**src/design/jdj_pkg.sv**
```systemverilog
// ----------------------------------------------------------------------------
// jdj_pkg
// Types, widths and codes shared by the joystick deadzone jog integrator.
// ----------------------------------------------------------------------------
package jdj_pkg;

    localparam int NUM_AXES   = 8;
    localparam int NUM_JOINTS = 7;
    localparam int NUM_JOGS   = 6;
    localparam int AXIS_W     = 16;
    localparam int SRC_W      = AXIS_W + 1;
    localparam int DZ_W       = 15;
    localparam int STEP_W     = 8;
    localparam int POS_W      = 32;
    localparam int CFG_ADDR_W = 1;
    localparam int CFG_DATA_W = DZ_W;
    localparam int IN_DATA_W  = NUM_AXES * AXIS_W;
    localparam int OUT_DATA_W = NUM_JOINTS * POS_W;

    localparam logic [AXIS_W-1:0] Q_ONE        = 16'd16384;
    localparam logic [DZ_W-1:0]   DZ_RESET     = 15'd6554;
    localparam logic [STEP_W-1:0] STEP_RESET   = 8'd5;

    // Register indexes on the configuration port.
    localparam logic [CFG_ADDR_W-1:0] CFG_DEADZONE = 1'b0;
    localparam logic [CFG_ADDR_W-1:0] CFG_STEP     = 1'b1;

    // Item kinds carried on s_tuser.
    localparam logic CMD_SAMPLE = 1'b0;
    localparam logic CMD_TICK   = 1'b1;

    typedef logic signed [AXIS_W-1:0] axis_t;
    typedef logic signed [POS_W-1:0]  pos_t;

    // Triggers rest at 1.0 instead of 0.
    function automatic logic is_trigger_axis(input int idx);
        return (idx == 2) || (idx == 5);
    endfunction

    // Axis that drives each of joints 0 to 5.
    function automatic int jog_axis(input int joint);
        int res;
        case (joint)
            0: res = 0;
            1: res = 1;
            2: res = 3;
            3: res = 4;
            4: res = 6;
            5: res = 7;
            default: res = 0;
        endcase
        return res;
    endfunction

endpackage

```
**src/design/jdj_qual.sv**
```systemverilog
// ----------------------------------------------------------------------------
// jdj_qual
// Deadzone qualification of one axis; one copy per axis.
// ----------------------------------------------------------------------------
module jdj_qual import jdj_pkg::*; (
    input  axis_t             axis,
    input  logic              is_trig,
    input  logic [DZ_W-1:0]   deadzone,
    output axis_t             qualified,
    output logic              moved
);

    logic [AXIS_W+1:0] centered;
    logic [AXIS_W+1:0] negated;
    logic [AXIS_W:0]   mag;
    logic              in_zone;

    always_comb begin
        // Triggers are measured from their rest point at 1.0.
        centered = {{2{axis[AXIS_W-1]}}, axis}
                 - (is_trig ? {2'b00, Q_ONE} : {(AXIS_W+2){1'b0}});
        negated  = -centered;
        mag      = centered[AXIS_W+1] ? negated[AXIS_W:0] : centered[AXIS_W:0];
        in_zone  = mag < {2'b00, deadzone};
        moved    = !in_zone;
        if (!in_zone) begin
            qualified = axis;
        end else if (is_trig) begin
            qualified = axis_t'(Q_ONE);
        end else begin
            qualified = '0;
        end
    end

endmodule

```
**src/design/jdj_jog.sv**
```systemverilog
// ----------------------------------------------------------------------------
// jdj_jog
// One joint position: adds source times step, saturating to 32 bits.
// ----------------------------------------------------------------------------
module jdj_jog import jdj_pkg::*; (
    input  logic                     aclk,
    input  logic                     aresetn,
    input  logic                     jog_en,
    input  logic signed [SRC_W-1:0]  src,
    input  logic [STEP_W-1:0]        step,
    output pos_t                     pos_upd
);

    localparam int PROD_W = SRC_W + STEP_W + 1;
    localparam int SUM_W  = POS_W + 2;

    logic signed [PROD_W-1:0] prod;
    logic [SUM_W-1:0]         sum;
    pos_t                     pos_reg;
    pos_t                     pos_next;

    always_comb begin
        prod = src * $signed({1'b0, step});
        sum  = {{2{pos_reg[POS_W-1]}}, pos_reg}
             + {{(SUM_W-PROD_W){prod[PROD_W-1]}}, prod};
        // The top three bits disagree only when the sum left the 32-bit range.
        if (sum[SUM_W-1:POS_W-1] == '0 || sum[SUM_W-1:POS_W-1] == '1) begin
            pos_upd = pos_t'(sum[POS_W-1:0]);
        end else if (sum[SUM_W-1]) begin
            pos_upd = {1'b1, {(POS_W-1){1'b0}}};
        end else begin
            pos_upd = {1'b0, {(POS_W-1){1'b1}}};
        end
        pos_next = jog_en ? pos_upd : pos_reg;
    end

    always_ff @(posedge aclk) begin
        if (!aresetn) begin
            pos_reg <= '0;
        end else begin
            pos_reg <= pos_next;
        end
    end

endmodule

```
**src/design/jdj_outq.sv**
```systemverilog
// ----------------------------------------------------------------------------
// jdj_outq
// Two-slot result buffer: output register plus skid slot.
// ----------------------------------------------------------------------------
module jdj_outq import jdj_pkg::*; (
    input  logic                   aclk,
    input  logic                   aresetn,
    input  logic                   push,
    input  logic [OUT_DATA_W-1:0]  push_data,
    output logic                   full,
    output logic                   m_tvalid,
    input  logic                   m_tready,
    output logic [OUT_DATA_W-1:0]  m_tdata
);

    logic                  out_valid_reg, out_valid_next;
    logic [OUT_DATA_W-1:0] out_data_reg, out_data_next;
    logic                  skid_valid_reg, skid_valid_next;
    logic [OUT_DATA_W-1:0] skid_data_reg, skid_data_next;

    always_comb begin
        out_valid_next  = out_valid_reg;
        out_data_next   = out_data_reg;
        skid_valid_next = skid_valid_reg;
        skid_data_next  = skid_data_reg;
        if (out_valid_reg && m_tready) begin
            out_valid_next  = skid_valid_reg;
            out_data_next   = skid_data_reg;
            skid_valid_next = 1'b0;
        end
        if (push) begin
            if (!out_valid_next) begin
                out_valid_next = 1'b1;
                out_data_next  = push_data;
            end else begin
                skid_valid_next = 1'b1;
                skid_data_next  = push_data;
            end
        end
    end

    always_ff @(posedge aclk) begin
        if (!aresetn) begin
            out_valid_reg  <= 1'b0;
            skid_valid_reg <= 1'b0;
        end else begin
            out_valid_reg  <= out_valid_next;
            skid_valid_reg <= skid_valid_next;
        end
        out_data_reg  <= out_data_next;
        skid_data_reg <= skid_data_next;
    end

    assign full     = skid_valid_reg;
    assign m_tvalid = out_valid_reg;
    assign m_tdata  = out_data_reg;

endmodule

```
**src/design/joystick_deadzone_jog_integrator.sv**
```systemverilog
// ----------------------------------------------------------------------------
// joystick_deadzone_jog_integrator
// A tick that jogs writes its word into the output register, or into the skid slot when that register stays full.
// Throughput: one input word per cycle; eight axis lanes and seven jog lanes work
// in parallel, and s_tready drops only while both output slots hold words.
// Reset (synchronous, aresetn low) zeroes axes, flag and positions and restores
// the register defaults.
// ----------------------------------------------------------------------------
module joystick_deadzone_jog_integrator import jdj_pkg::*; (
    input  logic                   aclk,
    input  logic                   aresetn,
    // Configuration write port.
    input  logic                   cfg_wr_en,
    input  logic [CFG_ADDR_W-1:0]  cfg_addr,
    input  logic [CFG_DATA_W-1:0]  cfg_wdata,
    // Input words.
    input  logic                   s_tvalid,
    output logic                   s_tready,
    input  logic [IN_DATA_W-1:0]   s_tdata,   // axis_0 .. axis_7, 16 bits each
    input  logic                   s_tuser,   // command: 0 sample, 1 tick
    // Result words.
    output logic                   m_tvalid,
    input  logic                   m_tready,
    output logic [OUT_DATA_W-1:0]  m_tdata    // joint_1 .. joint_6, gripper, 32 bits each
);

    logic [DZ_W-1:0]   deadzone_reg, deadzone_next;
    logic [STEP_W-1:0] step_reg, step_next;
    axis_t             axes_reg [NUM_AXES];
    axis_t             axes_next [NUM_AXES];
    logic              moved_reg, moved_next;

    axis_t             lane_q [NUM_AXES];
    logic [NUM_AXES-1:0] lane_moved;
    logic signed [SRC_W-1:0] jog_src [NUM_JOINTS];
    pos_t              jog_upd [NUM_JOINTS];
    logic [OUT_DATA_W-1:0] result;

    logic accept, take_sample, emit, q_full;

    assign s_tready    = !q_full;
    assign accept      = s_tvalid && s_tready;
    assign take_sample = accept && (s_tuser == CMD_SAMPLE);
    assign emit        = accept && (s_tuser == CMD_TICK) && moved_reg;

    genvar gi;
    generate
        for (gi = 0; gi < NUM_AXES; gi++) begin : g_axis
            jdj_qual u_qual (
                .axis      (axis_t'(s_tdata[gi*AXIS_W +: AXIS_W])),
                .is_trig   (is_trigger_axis(gi)),
                .deadzone  (deadzone_reg),
                .qualified (lane_q[gi]),
                .moved     (lane_moved[gi])
            );
        end

        for (gi = 0; gi < NUM_JOGS; gi++) begin : g_src
            assign jog_src[gi] = {axes_reg[jog_axis(gi)][AXIS_W-1], axes_reg[jog_axis(gi)]};
        end
        // Gripper follows the difference of the two triggers.
        assign jog_src[NUM_JOGS] = {axes_reg[2][AXIS_W-1], axes_reg[2]}
                                 - {axes_reg[5][AXIS_W-1], axes_reg[5]};

        for (gi = 0; gi < NUM_JOINTS; gi++) begin : g_jog
            jdj_jog u_jog (
                .aclk    (aclk),
                .aresetn (aresetn),
                .jog_en  (emit),
                .src     (jog_src[gi]),
                .step    (step_reg),
                .pos_upd (jog_upd[gi])
            );
            assign result[gi*POS_W +: POS_W] = jog_upd[gi];
        end
    endgenerate

    always_comb begin
        deadzone_next = deadzone_reg;
        step_next     = step_reg;
        if (cfg_wr_en) begin
            case (cfg_addr)
                CFG_DEADZONE: deadzone_next = cfg_wdata;
                CFG_STEP:     step_next     = cfg_wdata[STEP_W-1:0];
                default:      ;
            endcase
        end
        for (int i = 0; i < NUM_AXES; i++) begin
            axes_next[i] = take_sample ? lane_q[i] : axes_reg[i];
        end
        // Lanes merge here: any moved axis raises the flag for the next tick.
        moved_next = moved_reg;
        if (take_sample) begin
            moved_next = |lane_moved;
        end else if (emit) begin
            moved_next = 1'b0;
        end
    end

    always_ff @(posedge aclk) begin
        if (!aresetn) begin
            deadzone_reg <= DZ_RESET;
            step_reg     <= STEP_RESET;
            moved_reg    <= 1'b0;
            for (int i = 0; i < NUM_AXES; i++) begin
                axes_reg[i] <= '0;
            end
        end else begin
            deadzone_reg <= deadzone_next;
            step_reg     <= step_next;
            moved_reg    <= moved_next;
            for (int i = 0; i < NUM_AXES; i++) begin
                axes_reg[i] <= axes_next[i];
            end
        end
    end

    jdj_outq u_outq (
        .aclk      (aclk),
        .aresetn   (aresetn),
        .push      (emit),
        .push_data (result),
        .full      (q_full),
        .m_tvalid  (m_tvalid),
        .m_tready  (m_tready),
        .m_tdata   (m_tdata)
    );

endmodule

```
**config.mk**
```make
export PLATFORM = sky130hd
export DESIGN_NAME = joystick_deadzone_jog_integrator
export DESIGN_NICKNAME = d
export VERILOG_FILES = /design/src/design/jdj_pkg.sv /design/src/design/jdj_qual.sv /design/src/design/jdj_jog.sv /design/src/design/jdj_outq.sv /design/src/design/joystick_deadzone_jog_integrator.sv
export SDC_FILE = /design/constraint.sdc
export NUM_CORES = 2
export LEC_CHECK = 0
export BUFFER_PORTS_ARGS = -buffer_cell sky130_fd_sc_hd__buf_2
export CAP_MARGIN = 20
export CORE_ASPECT_RATIO = 1.2
export CORE_MARGIN = 4
export CORE_UTILIZATION = 45
export CTS_CLUSTER_SIZE = 25
export DETAILED_ROUTE_END_ITERATION = 10
export GPL_TIMING_DRIVEN = 0
export HOLD_SLACK_MARGIN = 0.08
export PLACE_DENSITY = 0.69
export SYNTH_ARGS = -nofsm -noshare
export SYNTH_HDL_FRONTEND = slang
export SYNTH_SLANG_ARGS = --single-unit
```
**constraint.sdc**
```tcl
create_clock -name aclk -period 9.9 [get_ports aclk]
set_input_delay 0 -clock aclk [delete_from_list [all_inputs] [get_ports aclk]]
set_output_delay 0 -clock aclk [all_outputs]
set_load 0.01 [all_outputs]
```
==> flow_metrics.env <==
export IMPL_pwr_share_seq_pct=25.3
export IMPL_io_buffers=375
export IMPL_r2r_end="u_outq.m_tdata[72]"
export IMPL_hold_path_class="in -> reg"
export IMPL_synthCells=8712
export IMPL_vias=66990
export IMPL_regToRegSetupSlack_ns=0.34
export IMPL_clk_pin_slew_worst_paths_ns=0.06
export IMPL_syn_area_mm2=0.07810
export IMPL_m1WireLength_mm=111.2
export IMPL_wl_met3_mm=31.03
export IMPL_cp_startpoint="step_reg[1]"
export IMPL_cts_setup_buffers=0
export IMPL_top_layer="met5"
export IMPL_timing_critical_path_mode_cell="fa_1"
export IMPL_drv_slew=0
export IMPL_cp_endpoint="u_outq.m_tdata[72]"
export IMPL_numCtsBuffers=95
export IMPL_die_w_um=388.3
export IMPL_worst_clock_skew_ns=0.05697
export IMPL_ys_flop_type="dfxtp_1"
export IMPL_antenna_found_initial=50
export IMPL_nNetsFinal=11130
export IMPL_die_area_mm2=0.1803
export IMPL_crit_buf_inv=8
export IMPL_yosys_area_top_type="fa_1"
export IMPL_dp_cells=11400
export IMPL_synth_ff_latch_count=826
export IMPL_grt_max_degree=36
export IMPL_first_iter_violations=5896
export IMPL_die_height_um=464.4
export IMPL_p_int_mw=9.738
export IMPL_overflow=0
export IMPL_synth_top_cell_area_share_pct=23.84
export IMPL_p_leak_nw=42.71
export IMPL_p_switching_mw=8.086
export IMPL_async_flop_share_pct=0
export IMPL_setup_violations=0
export IMPL_crit_path_end_kind="flip-flop"
export IMPL_fin_cells=11840
export IMPL_ys_seq_area_share_pct=24.04
export IMPL_place_gp_congestion=0.9844
export IMPL_area_growth_syn_to_layout_pct=14.04
export IMPL_start_kind="flip-flop"
export IMPL_yosysWarningCount=0
export IMPL_pwr_share_clk_pct=21.2
export IMPL_power_total_mw=17.82
export IMPL_synth_fp_nets=10400
export IMPL_hold_viol=0
export IMPL_fillers=16040
export IMPL_power_density_mw_per_mm2=200.1
export IMPL_wl_mm=281.4
export IMPL_rsz0062_at_grt="false"
export IMPL_irDropWorstVdd_v=0.0004626
export IMPL_combPwrFrac_pct=53.5
export IMPL_max_freq_mhz=104.6
export IMPL_arrival_ns=10.20
export IMPL_hold_path_startpoint="s_tdata[103]"
export IMPL_slowest_delay_ns=0.82
export IMPL_wire_per_inst_um=23.78
export IMPL_power_switching_share_pct=45.37
export IMPL_htreeDepth=3
export IMPL_synthTopCellsByArea="fa_1, dfxtp_1, ha_1"
export IMPL_dp_hpwl_mm=224.2
export IMPL_slowest_stage="dfxtp_1"
export IMPL_crit_type="reg -> reg"
export IMPL_grt_pass1_vias=67610
export IMPL_clk_latency_ns=0.76
export IMPL_drive_gt1_share_pct=7.317
export IMPL_reg2regPathDepth=25
export IMPL_crit_family="adder cells"
export IMPL_fin_area_mm2=0.08907
export IMPL_tightest_slew_ns=1.269
export IMPL_final_period_utilization_pct=96.60
export IMPL_synth_most_common_cell="nand2_1"
export IMPL_cts_tree="done"
export IMPL_critPathRequiredTime_ns=10.54
export IMPL_synth_cell_types=90
export IMPL_cts_root_buffer="clkbuf_16"
export IMPL_hold_ws_ns=0.1459
export IMPL_dr_pass1_iters=6
export IMPL_fin_crit_ns=9.564
export IMPL_ant_nets=0
export IMPL_rows=167
export IMPL_clockBufferDepth=3
export IMPL_drc=0
export IMPL_slew_headroom_pct=15.43
export IMPL_fp_coreArea_mm2=0.1726
export IMPL_cts_num_sinks=826
export IMPL_synth_area_per_cell_um2=8.965
export IMPL_initial_core_util_pct=45.25
export IMPL_ios=376
export IMPL_cp_num_cells=25
export IMPL_grtUsageTotal_pct=30.77
export IMPL_wl_met2_mm=122.0
export IMPL_place_area_mm2=0.08341
export IMPL_cap_viol_max_count=0
export IMPL_rr_startpoint="step_reg[1]"
export IMPL_crit_fanout=10
export IMPL_grt_first_pass_wirelength_mm=419.1
export IMPL_utilization_pct=51.61
export IMPL_synth_edff_count=224
export IMPL_outcome="completed"
export IMPL_netlist_top_cells_count="nand2_1, inv_1, fa_1"
export IMPL_viasPerCell=5.660
==> cell type report <==
| cell class | instances | area (um^2) | share of cell area (%) |
|---|---|---|---|
| Multi-Input combinational cell | 6334 | 53480 | 60.04 |
| Clock buffer | 123 | 2597 | 2.916 |
| Sequential cell | 826 | 18780 | 21.08 |
| Buffer | 402 | 1617 | 1.815 |
| Inverter | 1150 | 4317 | 4.846 |
| Clock inverter | 54 | 639.4 | 0.7178 |
| Tap cell | 2281 | 2854 | 3.204 |
| Antenna cell | 28 | 70.07 | 0.07866 |
| Timing Repair Buffer | 637 | 4722 | 5.301 |
==> worst min-delay path: stages <==
cell	delay (ns)
dlygate4sd3_1	0.53
buf_2	0.16
nand3_1	0.07
a21boi_0	0.07
==> power by group through the flow <==
stage	clock network (mW)	registers (mW)	logic [mW]
2_1_floorplan	0	4.64	6.03
3_3_place_gp	0	4.56	9.05
3_5_place_dp	0	4.57	9.24
4_1_cts	3.83	4.50	9.38
5_1_grt	3.94	4.55	10.6
6_report	3.78	4.51	9.54
==> through the flow <==
stage          TNS (ns)  worst slack (ns)
6_report              0            0.3365
5_1_grt               0           0.03570
4_1_cts               0            0.1517
3_5_place_dp     -1.163           -0.1083
3_3_place_gp    -339.21            -1.577
2_1_floorplan         0             1.815
==> how the worst min path moves through the flow <==
| stage | end | slack [ns] | cells after the start |
|---|---|---|---|
| CTS | axes_reg[0][20] | 0.08 | 5 |
| global route | axes_reg[0][29] | 0.15 | 3 |
| global placement | deadzone_reg[11] | 0.23 | 3 |
| floorplan | step_reg[0] | 0.12 | 2 |
| finish | axes_reg[1][39] | 0.15 | 4 |
| detailed placement | deadzone_reg[11] | 0.23 | 3 |
==> cell usage in the layout, fill, tap and decap left out, types with 34 or more instances in the layout <==
| cell | synthesis | routed |
|---|---|---|
| inv_1 | 1148 | 1148 |
| o211ai_1 | 35 | 35 |
| nand2b_1 | 45 | 45 |
| a21o_1 | 174 | 174 |
| dfxtp_1 | 602 | 602 |
| clkbuf_16 | 0 | 99 |
| nand3_1 | 155 | 155 |
| nor2_1 | 431 | 429 |
| buf_1 | 37 | 36 |
| nor3_1 | 54 | 54 |
| clkbuf_1 | 328 | 320 |
| buf_2 | 29 | 405 |
| nor2b_1 | 40 | 40 |
| maj3_1 | 80 | 80 |
| a22o_1 | 34 | 34 |
| a21boi_0 | 122 | 121 |
| and2_1 | 562 | 562 |
| o21ai_0 | 351 | 351 |
| a21oi_1 | 358 | 358 |
| xnor2_1 | 198 | 197 |
| o21a_1 | 49 | 49 |
| dlygate4sd3_1 | 0 | 225 |
| ha_1 | 604 | 604 |
| a31oi_1 | 81 | 81 |
| o22ai_1 | 64 | 64 |
| nand2_1 | 1290 | 1290 |
| fa_1 | 930 | 930 |
| mux2i_1 | 74 | 74 |
| xor2_1 | 119 | 118 |
| o21ai_1 | 39 | 39 |
| o31ai_1 | 39 | 39 |
| edfxtp_1 | 224 | 224 |
| and3_1 | 54 | 54 |
==> routing by layer <==
metal | track usage, % | vias up
met5 | 0 | -
met4 | 15.66 | 30
met3 | 7.846 | 702
met2 | 47.63 | 3228
met1 | 39.93 | 33110
li1 | - | 29920
==> kinds of logic after synthesis <==
logic type	Yosys count	synth area share, %
and+or+nand+nor	2764	16.48
adders and majority gates	1614	34.54
AOI/OAI and AO/OA	1558	12.76
buffers and inverters	1552	7.549
DFF	826	24.04
xor gates and xnor gates	320	3.617
muxes	78	1.006
==> repair_timing <==
| item | CTS | global route |
|---|---|---|
| resized for setup | 1 | 11 |
| hold endpoints to repair | 153 | 0 |
| hold buffers | 225 | 0 |
| endpoints found under the setup margin | 21 | 81 |
Power figures use the tool's default switching activity.
